<file path="src/design/cli_pkg.sv">
package cli_pkg;

  localparam int DEF_TABLE_DEPTH = 64;
  localparam int DATA_W          = 32;
  localparam int SLOT_IN_W       = 6;
  localparam int CFG_W           = 7;
  localparam logic [CFG_W-1:0] POINTS_RESET = 7'd2;

  localparam logic KIND_LOAD  = 1'b0;
  localparam logic KIND_QUERY = 1'b1;

  localparam logic STATUS_OK  = 1'b0;
  localparam logic STATUS_FEW = 1'b1;

endpackage

</file>
<file path="src/design/cli_table.sv">
module cli_table import cli_pkg::*; #(
  parameter int Depth = DEF_TABLE_DEPTH,
  parameter int IdxW  = $clog2(Depth)
) (
  input  logic                     clk_i,
  input  logic                     we_i,
  input  logic [IdxW-1:0]          waddr_i,
  input  logic signed [DATA_W-1:0] wx_i,
  input  logic signed [DATA_W-1:0] wf_i,
  input  logic [IdxW-1:0]          raddr_i,
  output logic signed [DATA_W-1:0] rx_o,
  output logic signed [DATA_W-1:0] rf_o
);

  logic signed [DATA_W-1:0] x_mem [Depth];
  logic signed [DATA_W-1:0] f_mem [Depth];

  always_ff @(posedge clk_i) begin
    if (we_i) begin
      x_mem[waddr_i] <= wx_i;
      f_mem[waddr_i] <= wf_i;
    end
  end

  always_ff @(posedge clk_i) begin
    rx_o <= x_mem[raddr_i];
    rf_o <= f_mem[raddr_i];
  end

endmodule

</file>
<file path="config.mk">
export PLATFORM = sky130hd
export DESIGN_NAME = cli_table
export DESIGN_NICKNAME = d
export VERILOG_FILES = /design/src/design/cli_pkg.sv /design/src/design/cli_table.sv
export SDC_FILE = /design/constraint.sdc
export NUM_CORES = 2
export LEC_CHECK = 0
export BUFFER_PORTS_ARGS = -buffer_cell sky130_fd_sc_hd__buf_2
export CAP_MARGIN = 15
export CELL_PAD_IN_SITES_DETAIL_PLACEMENT = 0
export CELL_PAD_IN_SITES_GLOBAL_PLACEMENT = 1
export CORE_MARGIN = 1.5
export CORE_UTILIZATION = 51
export CTS_CLUSTER_DIAMETER = 120
export CTS_CLUSTER_SIZE = 20
export DETAILED_ROUTE_END_ITERATION = 10
export PLACE_DENSITY_LB_ADDON = 0.2
export SLEW_MARGIN = 20
export SYNTH_ARGS = -nofsm -noshare
export SYNTH_HDL_FRONTEND = slang
export SYNTH_SLANG_ARGS = --single-unit
</file>
<file path="constraint.sdc">
create_clock -name clk_i -period 5.1 [get_ports clk_i]
set_input_delay 1.02 -clock clk_i [delete_from_list [all_inputs] [get_ports clk_i]]
set_output_delay 1.02 -clock clk_i [all_outputs]
set_load 0.03 [all_outputs]
</file>
==> impl_metrics.py <==
metrics = {
    "status": {
        "status": "finished clean",
    },
    "hold_path": {
        "worstHoldEndpoint": "x_mem[3][23]",
        "worstHoldPathType": "input port to flop",
        "min_delay_path_depth": 1,
        "min-delay-start": "wx_i[23]",
    },
    "place": {
        "port_buffers": 141,
        "routabilityCongestion": 0.7761,
        "placed_cells_incl_taps": 10520,
        "dp_hpwl_um": 224500,
        "detailedPlace.worstSlack_ns": 1.109,
    },
    "worst_setup_path": {
        "reg2reg_slack_ns": 2.95,
        "startpoint_type": "input port",
        "regToRegEndpoint": "rf_o[13]",
        "worst-path-max-fanout": 42,
        "worst-endpoint-required_ns": 5.93,
        "critical_path.reg2reg.startpoint": "f_mem[6][13]",
        "critPathCaptureType": "flop",
        "worst_ep_arrival_time_ns": 3.97,
        "r2r.worst_path.cells": 4,
        "setup.worst_path.class": "input port to flop",
    },
    "cells_and_area": {
        "area_growth_pct": 9.478,
        "finalNonFillerCells": 10940,
        "finish.utilization_pct": 56.25,
        "layout.filler_cells": 22010,
        "final_cell_mix": "edfxtp_1, mux4_2, a22oi_1",
        "mostFrequentLayoutCell": "edfxtp_1",
        "drive_above_1_share_pct": 25.46,
        "nNetsFinal": 6855,
    },
    "synth": {
        "syn_nets": 6583,
        "count_of_different_cell_masters_after_synthesis": 30,
        "syn-instance-count": 6505,
        "postSynthRegisterBits": 4160,
        "post_synth_instance_area_um2": 155800,
        "synth.yosys.warnings": 0,
        "post_synth.cell_area_avg_um2": 23.96,
        "synth_sequential_area_ratio_pct": 79.75,
    },
    "clock_tree": {
        "cts_buffer_depth": 4,
        "clk_root_buffer_cell": "clkbuf_16",
        "number_of_resized_instances_in_the_post_cts_repair_step": 0,
        "worst_setup_hold_path_clk_slew_ns": 0.08,
        "cts_tree": "done",
        "cts_made_buffers": 230,
        "cts_sinks": 4160,
        "cts.htree.levels": 4,
        "insertion_delay_ns": 0.95,
        "number_of_setup_buffers_added_after_cts": 0,
        "cts_hold_buffers": 0,
    },
    "sta": {
        "slew_viol_final": 0,
        "slew_headroom_pct": 25.50,
        "min_period_ns": 3.143,
        "whs_ns": 0.4795,
        "worst-slew-pin-transition_ns": 1.118,
        "post-route-worst-setup-slack_ns": 1.957,
        "timing.clock.skew_ns": 0.03432,
        "period_share_pct": 61.62,
        "setup_viol_count_final": 0,
        "max_freq_mhz": 318.2,
        "setup_total_negative_slack_ns": 0,
        "report.final.hold_viol_count": 0,
        "grt_setup_unrepaired": "false",
    },
    "global_routing": {
        "grt_overflow_total": 0,
        "antenna_found_initial": 37,
        "gr-usage-all-layers_pct": 29.36,
        "grt_start_max_net_pins": 108,
        "grt_pass1_vias": 74140,
        "grt_pass1_wl_um": 616600,
    },
    "pwr": {
        "p_sw_uw": 13000,
        "power.leakage_uw": 0.05174,
        "power_frac_seq_pct": 62.5,
        "clock_power_share_pct": 32.0,
        "vdd_drop_max_mv": 0.3186,
        "p_per_area_nw_per_um2": 355.9,
        "p_int_uw": 47710,
        "comb_power_share_pct": 5.5,
        "power.switching_fraction_pct": 21.42,
    },
    "die": {
        "rows": 202,
        "chipHeight_um": 555.8,
        "overall_die_area_um2": 308900,
        "num_io_pins": 142,
        "initial_core_util_pct": 51.38,
        "die_x_um": 555.8,
        "core_area_um2": 303300,
    },
    "detailed_routing": {
        "route.final.wire_length_um": 453800,
        "drt_pre_antenna_iters": 6,
        "route.vias.total": 76220,
        "drt_drc_violations_left": 0,
        "post_route_antenna_net_violation_count": 0,
        "post_drt_wl_per_cell_um": 41.49,
        "detail_route.vias_per_cell": 6.968,
        "drt_iter0_markers": 12450,
    },
    "run": {
        "cap_violations": 0,
    },
}
-- logic make-up after synthesis --
| logic type | share of synthesized area, % |
|---|---|
| DFF | 79.75 |
| muxes | 15.38 |
| AOI/OAI and AO/OA | 2.803 |
| buffers and inverters | 1.242 |
| and+or+nand+nor | 0.8310 |
-- power by group through the flow --
stage                     sequential, µW  clock (µW)  combinational, µW
after detailed placement           38700           0               3360
after floorplan                    38800           0               1750
after global routing               38000       20700               3530
after global placement             38700           0               3300
final                              38000       19400               3360
after CTS                          38000       19700               3370
-- critical path: stages --
cell      delay, ns
buf_8          0.51
buf_12         0.28
buf_4          0.31
mux4_2         0.59
o22ai_1        0.61
a211oi_1       0.22
o211a_1        0.28
-- through the flow --
| step | area (µm²) | total power (µW) |
|---|---|---|
| 2_1_floorplan | 155800 | 40550 |
| 3_3_place_gp | 163900 | 42030 |
| 3_5_place_dp | 163900 | 42100 |
| 4_1_cts | 170500 | 61020 |
| 5_1_grt | 170600 | 62230 |
| 6_report | 170600 | 60710 |
-- state kept, by name, summed over array words and instances (netlist names) --
signal and count:
f_mem 2048, x_mem 2048, rf_o 32, rx_o 32
-- area by class of cell --
type                       count  area, µm²  share of cell area [%]
clock buffer                 396       6506                   3.813
inverter                       1      3.754                0.002200
tap                         3978       4977                   2.917
timing repair buffer         417       4507                   2.642
antenna                       13      32.53                 0.01907
multi-input combinational   1967      30190                   17.70
sequential                  4160     124300                   72.84
clock inverter                 7      113.9                 0.06674
-- worst max path at each step --
stage                     from            to
floorplan           waddr_i[4]  f_mem[16][0]
global placement    raddr_i[1]      rf_o[13]
detailed placement  raddr_i[1]      rf_o[13]
CTS                   rx_o[31]      rx_o[31]
global route        raddr_i[1]      rf_o[13]
finish              raddr_i[1]      rf_o[13]
-- per-layer routing --
metal / vias up / GRT usage (%) / share of wire [%]
met1: 42430 / 43.64 / 40
met3: 593 / 4.276 / 10
li1: 28650 / - / -
met4: 12 / 7.441 / 2.7
met2: 4542 / 46.33 / 48
met5: - / 0 / 0.017
-- Yosys cell counts --
cell	count	area (µm²)
nor2_1	110	412.9
clkbuf_2	1	5.000
nand4_1	1	6.260
or2_2	2	12.51
inv_2	1	3.750
o221ai_1	64	560.5
clkbuf_1	140	525.5
o22ai_1	102	638.1
buf_4	50	375.4
nand3b_1	4	30.03
nand2b_1	4	25.02
buf_1	29	108.9
nand3_1	133	665.6
edfxtp_1	4096	123000
o211a_1	64	640.6
or3b_2	2	17.52
dfxtp_1	64	1281
mux2i_1	90	900.9
a211oi_1	63	473.0
nor2b_1	7	43.79
or3_1	3	18.77
and2_1	3	18.77
nand2_1	7	26.28
a221oi_1	1	8.760
buf_2	136	680.7
a21oi_1	25	125.1
or3b_1	2	17.52
buf_6	21	236.5
a22oi_1	256	1922
mux4_2	1024	23060
(Power assumes the default switching activity.)
