--- config.mk ---
export PLATFORM = sky130hd
export DESIGN_NAME = cli_muldiv
export DESIGN_NICKNAME = d
export VERILOG_FILES = /design/src/design/cli_pkg.sv /design/src/design/cli_muldiv.sv
export SDC_FILE = /design/constraint.sdc
export NUM_CORES = 1
export LEC_CHECK = 0
export BUFFER_PORTS_ARGS = -buffer_cell sky130_fd_sc_hd__buf_2
export CAP_MARGIN = 20
export CORE_MARGIN = 10
export CORE_UTILIZATION = 64
export DETAILED_ROUTE_END_ITERATION = 12
export HOLD_SLACK_MARGIN = 0.05
export PLACE_DENSITY = 0.95
export SLEW_MARGIN = 20
export SYNTH_ARGS = -nofsm -noshare
export SYNTH_HDL_FRONTEND = slang
export SYNTH_SLANG_ARGS = --single-unit
--- constraint.sdc ---
create_clock -name clk_i -period 6.35 [get_ports clk_i]
set_input_delay 0.635 -clock clk_i [delete_from_list [all_inputs] [get_ports clk_i]]
set_output_delay 0.635 -clock clk_i [all_outputs]
set_load 0.01 [all_outputs]
--- src/design/cli_pkg.sv ---
package cli_pkg;

  localparam int DEF_TABLE_DEPTH = 64;
  localparam int DATA_W          = 32;
  localparam int SLOT_IN_W       = 6;
  localparam int CFG_W           = 7;
  localparam logic [CFG_W-1:0] POINTS_RESET = 7'd2;

  localparam logic KIND_LOAD  = 1'b0;
  localparam logic KIND_QUERY = 1'b1;

  localparam logic STATUS_OK  = 1'b0;
  localparam logic STATUS_FEW = 1'b1;

endpackage

--- src/design/cli_muldiv.sv ---
module cli_muldiv import cli_pkg::*; (
  input  logic              clk_i,
  input  logic              rst_ni,
  input  logic              start_i,
  input  logic [DATA_W-1:0] mag_i,
  input  logic [DATA_W-1:0] mult_i,
  input  logic [DATA_W-1:0] div_i,
  output logic              done_o,
  output logic [DATA_W-1:0] quot_o
);

  localparam int AccW = 2 * DATA_W;
  localparam int CntW = $clog2(AccW);

  typedef enum logic [1:0] {MD_IDLE, MD_MUL, MD_DIV} md_state_e;

  md_state_e         state_q, state_d;
  logic [CntW-1:0]   cnt_q, cnt_d;
  logic [AccW-1:0]   acc_q, acc_d;
  logic [DATA_W-1:0] mc_q, mc_d;
  logic [DATA_W-1:0] w_q, w_d;
  logic [DATA_W-1:0] rem_q, rem_d;
  logic              done_q, done_d;

  logic [DATA_W:0]   add_sum;
  logic [DATA_W:0]   rem_shift;
  logic [DATA_W:0]   rem_diff;
  logic              q_bit;

  // shift-add step: add multiplicand to upper half when the low bit is set
  assign add_sum   = {1'b0, acc_q[AccW-1:DATA_W]} + (acc_q[0] ? {1'b0, mc_q} : '0);
  // restoring division step: one quotient bit per cycle
  assign rem_shift = {rem_q, acc_q[AccW-1]};
  assign rem_diff  = rem_shift - {1'b0, w_q};
  assign q_bit     = (rem_shift >= {1'b0, w_q});

  always_comb begin
    state_d = state_q;
    cnt_d   = cnt_q;
    acc_d   = acc_q;
    mc_d    = mc_q;
    w_d     = w_q;
    rem_d   = rem_q;
    done_d  = 1'b0;
    case (state_q)
      MD_IDLE: begin
        if (start_i) begin
          acc_d   = {{DATA_W{1'b0}}, mult_i};
          mc_d    = mag_i;
          w_d     = div_i;
          rem_d   = '0;
          cnt_d   = CntW'(DATA_W - 1);
          state_d = MD_MUL;
        end
      end
      MD_MUL: begin
        acc_d = {add_sum, acc_q[DATA_W-1:1]};
        if (cnt_q == '0) begin
          cnt_d   = CntW'(AccW - 1);
          state_d = MD_DIV;
        end else begin
          cnt_d = cnt_q - 1'b1;
        end
      end
      MD_DIV: begin
        rem_d = q_bit ? rem_diff[DATA_W-1:0] : rem_shift[DATA_W-1:0];
        acc_d = {acc_q[AccW-2:0], q_bit};
        if (cnt_q == '0) begin
          done_d  = 1'b1;
          state_d = MD_IDLE;
        end else begin
          cnt_d = cnt_q - 1'b1;
        end
      end
      default: state_d = MD_IDLE;
    endcase
  end

  always_ff @(posedge clk_i or negedge rst_ni) begin
    if (!rst_ni) begin
      state_q <= MD_IDLE;
      cnt_q   <= '0;
      done_q  <= 1'b0;
      acc_q   <= '0;
      mc_q    <= '0;
      w_q     <= '0;
      rem_q   <= '0;
    end else begin
      state_q <= state_d;
      cnt_q   <= cnt_d;
      done_q  <= done_d;
      acc_q   <= acc_d;
      mc_q    <= mc_d;
      w_q     <= w_d;
      rem_q   <= rem_d;
    end
  end

  assign done_o = done_q;
  assign quot_o = acc_q[DATA_W-1:0];

endmodule

==> results.yml <==
clock_tree:
  post_cts_buffers: 0
  cts_tree: "built"
  cts_resized: 0
  cts_buffer_depth: 2
  cts_root_buf: "clkbuf_16"
  clk_latency_ps: 430
  htree_levels: 4
  cts.hold.buffers_added: 0
  cts_sinks: 169
  cts_buffers: 17
  clkTransAtPathRegs_ps: 70
layout:
  areaGrowthSynthToFinish_pct: 9.82
  drive_above_1_share: 0.189
  nets: 1497
  fillers: 1291
drt:
  drc_errors: 0
  wl_per_cell_um: 17.9
  firstDrtPassIters: 5
  routed_via_density: 6.34
  routed_wl_um: 28000
  postRouteAntennaNets: 0
  drt_iter0_markers: 793
  vias: 9917
placed_design:
  numPortBuffers: 131
  pre_cts_ws_ps: 2530
  gp_congestion: 0.970
  hpwl_um: 19500
die:
  die_x_um: 154
  start_util: 0.658
  fp-row-count: 48
  die_h_um: 154
  core-area_um2: 17500
  dieArea_um2: 23700
  io_pins: 132
timing:
  hold_viol: 0
  fin_crit_sh: 0.608
  tightest_slew_ps: 1130
  setup_viol: 0
  finalClockSkew_ps: 9.95
  period_minus_slack_ps: 3860
  fmaxAchievable_mhz: 259
  maxSlewHeadroom: 0.247
  rsz0062_at_grt: "no"
  finalMaxSlewViolations: 0
  setup_ws_ps: 2490
  final.setup.tns_ps: 0
global_routing:
  met2_usage: 0.384
  antenna_found_initial: 1
  use_met1: 0.297
  first_global_vias: 9815
  busiest_layer: "met2"
  grt_overflow: 0
  grt_pass1_wl_um: 47500
  grt_use_total: 0.233
  grt_max_degree: 108
  met3_usage: 0.0471
critical_path:
  crit_buf_inv: 0
  path_cells: "and2_1, ha_1, fa_1, a211oi_1, nor2_1, o31a_1, a31oi_1, o31ai_2, a41oi_2, o21ba_2, xor2_1, o21ai_0"
  crit_required_ps: 6630
  crit_slowest_cell: "dfrtp_1"
  critPathArrivalTime_ps: 4140
  end_kind: "register"
  cp_top_family: "compound AO/OA/AOI/OAI gates"
  cp-start-kind: "register"
  cpPeakStageDelay_ps: 700
  crit_fanout: 35
  crit_type: "reg -> reg"
logic_synthesis:
  ys_ff_latch: 169
  synth-main-ff-cell: "dfrtp_1"
  netlist_instances: 1271
  synth_edf_count: 0
  syn_area_um2: 11500
  yosysWarnings: 0
  yosysSeqAreaShare: 0.368
  syn_area_per_cell_um2: 9.05
  synth_fp_nets: 1442
  ys_types: 70
  async_flop_share: 1.00
pwr:
  power_density_nw_per_um2: 179
  leakage_nw: 6.57
  total_power_w: 0.00226
  peakVddDrop_mv: 0.192
min_path:
  hp-class: "in -> async"
run_status:
  status: "finished, final reports clean"
run:
  maxCapViolCount: 0
## metrics by stage
stage	utilization	std cells	area [um^2]	hold slack (ps)
6_report	0.723	1564	12600	328
5_1_grt	0.723	1564	12600	394
4_1_cts	0.723	1563	12600	378
3_5_place_dp	0.686	1532	12000	486
3_3_place_gp	0.686	1532	12000	481
2_1_floorplan	-	1271	11500	339
## routing by layer
layer  vias up  wire length, um
met1      4787            11900
met2       399            13600
li1       4670                -
met5         -                0
met4         0              655
met3        61             1890
## final timing paths
path	startpoint	to	slack, ps	depth (start not counted)
min in group clk_i	div_i[16]	w_q[16]$_DFFE_PN0P_	430	2
worst max-delay path	acc_q[0]$_DFFE_PN0P_	acc_q[55]$_DFFE_PN0P_	2490	12
worst max register to register	acc_q[0]$_DFFE_PN0P_	acc_q[55]$_DFFE_PN0P_	2490	12
worst min-delay path	rst_ni	mc_q[9]$_DFFE_PN0P_	330	1
max in group asynchronous	rst_ni	w_q[20]$_DFFE_PN0P_	4620	2
worst min register to register	mc_q[12]$_DFFE_PN0P_	mc_q[12]$_DFFE_PN0P_	500	1
## where the power goes
group	total (W)	switching, W	internal (W)	leakage (nW)
Combinational	0.0000511	0.0000291	0.0000219	4.01
Sequential	0.00108	0	0.00108	2.25
Clock	0.00114	0.000434	0.000701	0.309
Total	0.00226	0.000463	0.00180	6.57
## registers in the layout (all words and copies together) (netlist names)
name,count
acc_q,64
cnt_q,6
done_o,1
mc_q,32
rem_q,32
state_q,2
w_q,32
## area by class of cell
cell class,count,area (um^2),share of cell area
antenna,1,2.50,0.000198
clock buffer,22,484,0.0383
clock inverter,9,161,0.0128
inverter,49,184,0.0146
multi-input combinational,951,6580,0.521
sequential,169,4230,0.335
tap,225,282,0.0223
timing repair buffer,138,714,0.0565
## kinds of logic after synthesis
group / Yosys count / share of synthesized area
compound gates: 427 / 0.241
simple gates: 314 / 0.128
flops: 169 / 0.368
buf+inv: 151 / 0.0621
mux: 88 / 0.0835
fa+ha+maj: 72 / 0.0796
xor+xnor: 50 / 0.0381
## cells in the mapped netlist, types with 4 or more instances
cell type / count / area share
xnor2_1: 28 / 0.021
o211ai_1: 4 / 0.0026
nand2_1: 142 / 0.046
buf_2: 4 / 0.0017
a21o_1: 40 / 0.026
clkbuf_1: 59 / 0.019
and3_1: 17 / 0.0092
nor2b_1: 9 / 0.0049
ha_1: 70 / 0.076
o21ai_0: 151 / 0.066
a22o_1: 6 / 0.0046
inv_1: 49 / 0.016
a22oi_1: 46 / 0.030
o31ai_1: 6 / 0.0039
dfrtp_1: 169 / 0.37
nand4_1: 9 / 0.0049
a32oi_1: 9 / 0.0069
o31a_1: 6 / 0.0046
a211oi_1: 11 / 0.0072
nand2b_1: 6 / 0.0033
mux2_2: 64 / 0.063
mux2i_1: 24 / 0.021
nor3_1: 12 / 0.0052
o22ai_1: 5 / 0.0027
xor2_1: 22 / 0.017
nand3_1: 17 / 0.0074
a21boi_0: 5 / 0.0033
a31oi_1: 7 / 0.0038
a211o_1: 6 / 0.0046
buf_4: 34 / 0.022
a21oi_1: 68 / 0.030
o21ai_1: 7 / 0.0030
or3_1: 5 / 0.0027
nor2_1: 48 / 0.016
o21bai_1: 8 / 0.0052
and2_1: 35 / 0.019
o21a_1: 10 / 0.0065
## worst register-to-register path, delay by kind of cell (launching register included)
family                     cells  cell delay [ps]
AOI/OAI and AO/OA              7             1740
DFF                            1              700
adders and majority gates      2              670
and+or+nand+nor                2              450
xor gates and xnor gates       1              160
## layout by cell type, fill, tap and decap left out, drive strengths merged, types with 9 or more instances in the layout
| cell type | instances |
|---|---|
| dfrtp | 169 |
| o21ai | 159 |
| nand2 | 142 |
| buf | 138 |
| ha | 70 |
| a21oi | 69 |
| mux2 | 64 |
| inv | 50 |
| nor2 | 48 |
| a22oi | 46 |
| a21o | 41 |
| and2 | 37 |
| xnor2 | 28 |
| mux2i | 24 |
| xor2 | 22 |
| clkbuf | 22 |
| nand3 | 17 |
| and3 | 17 |
| nor3 | 12 |
| a211oi | 11 |
| o21a | 10 |
| a32oi | 10 |
| nor2b | 9 |
| nand4 | 9 |
Note: power is estimated with default switching activity, not from simulation.
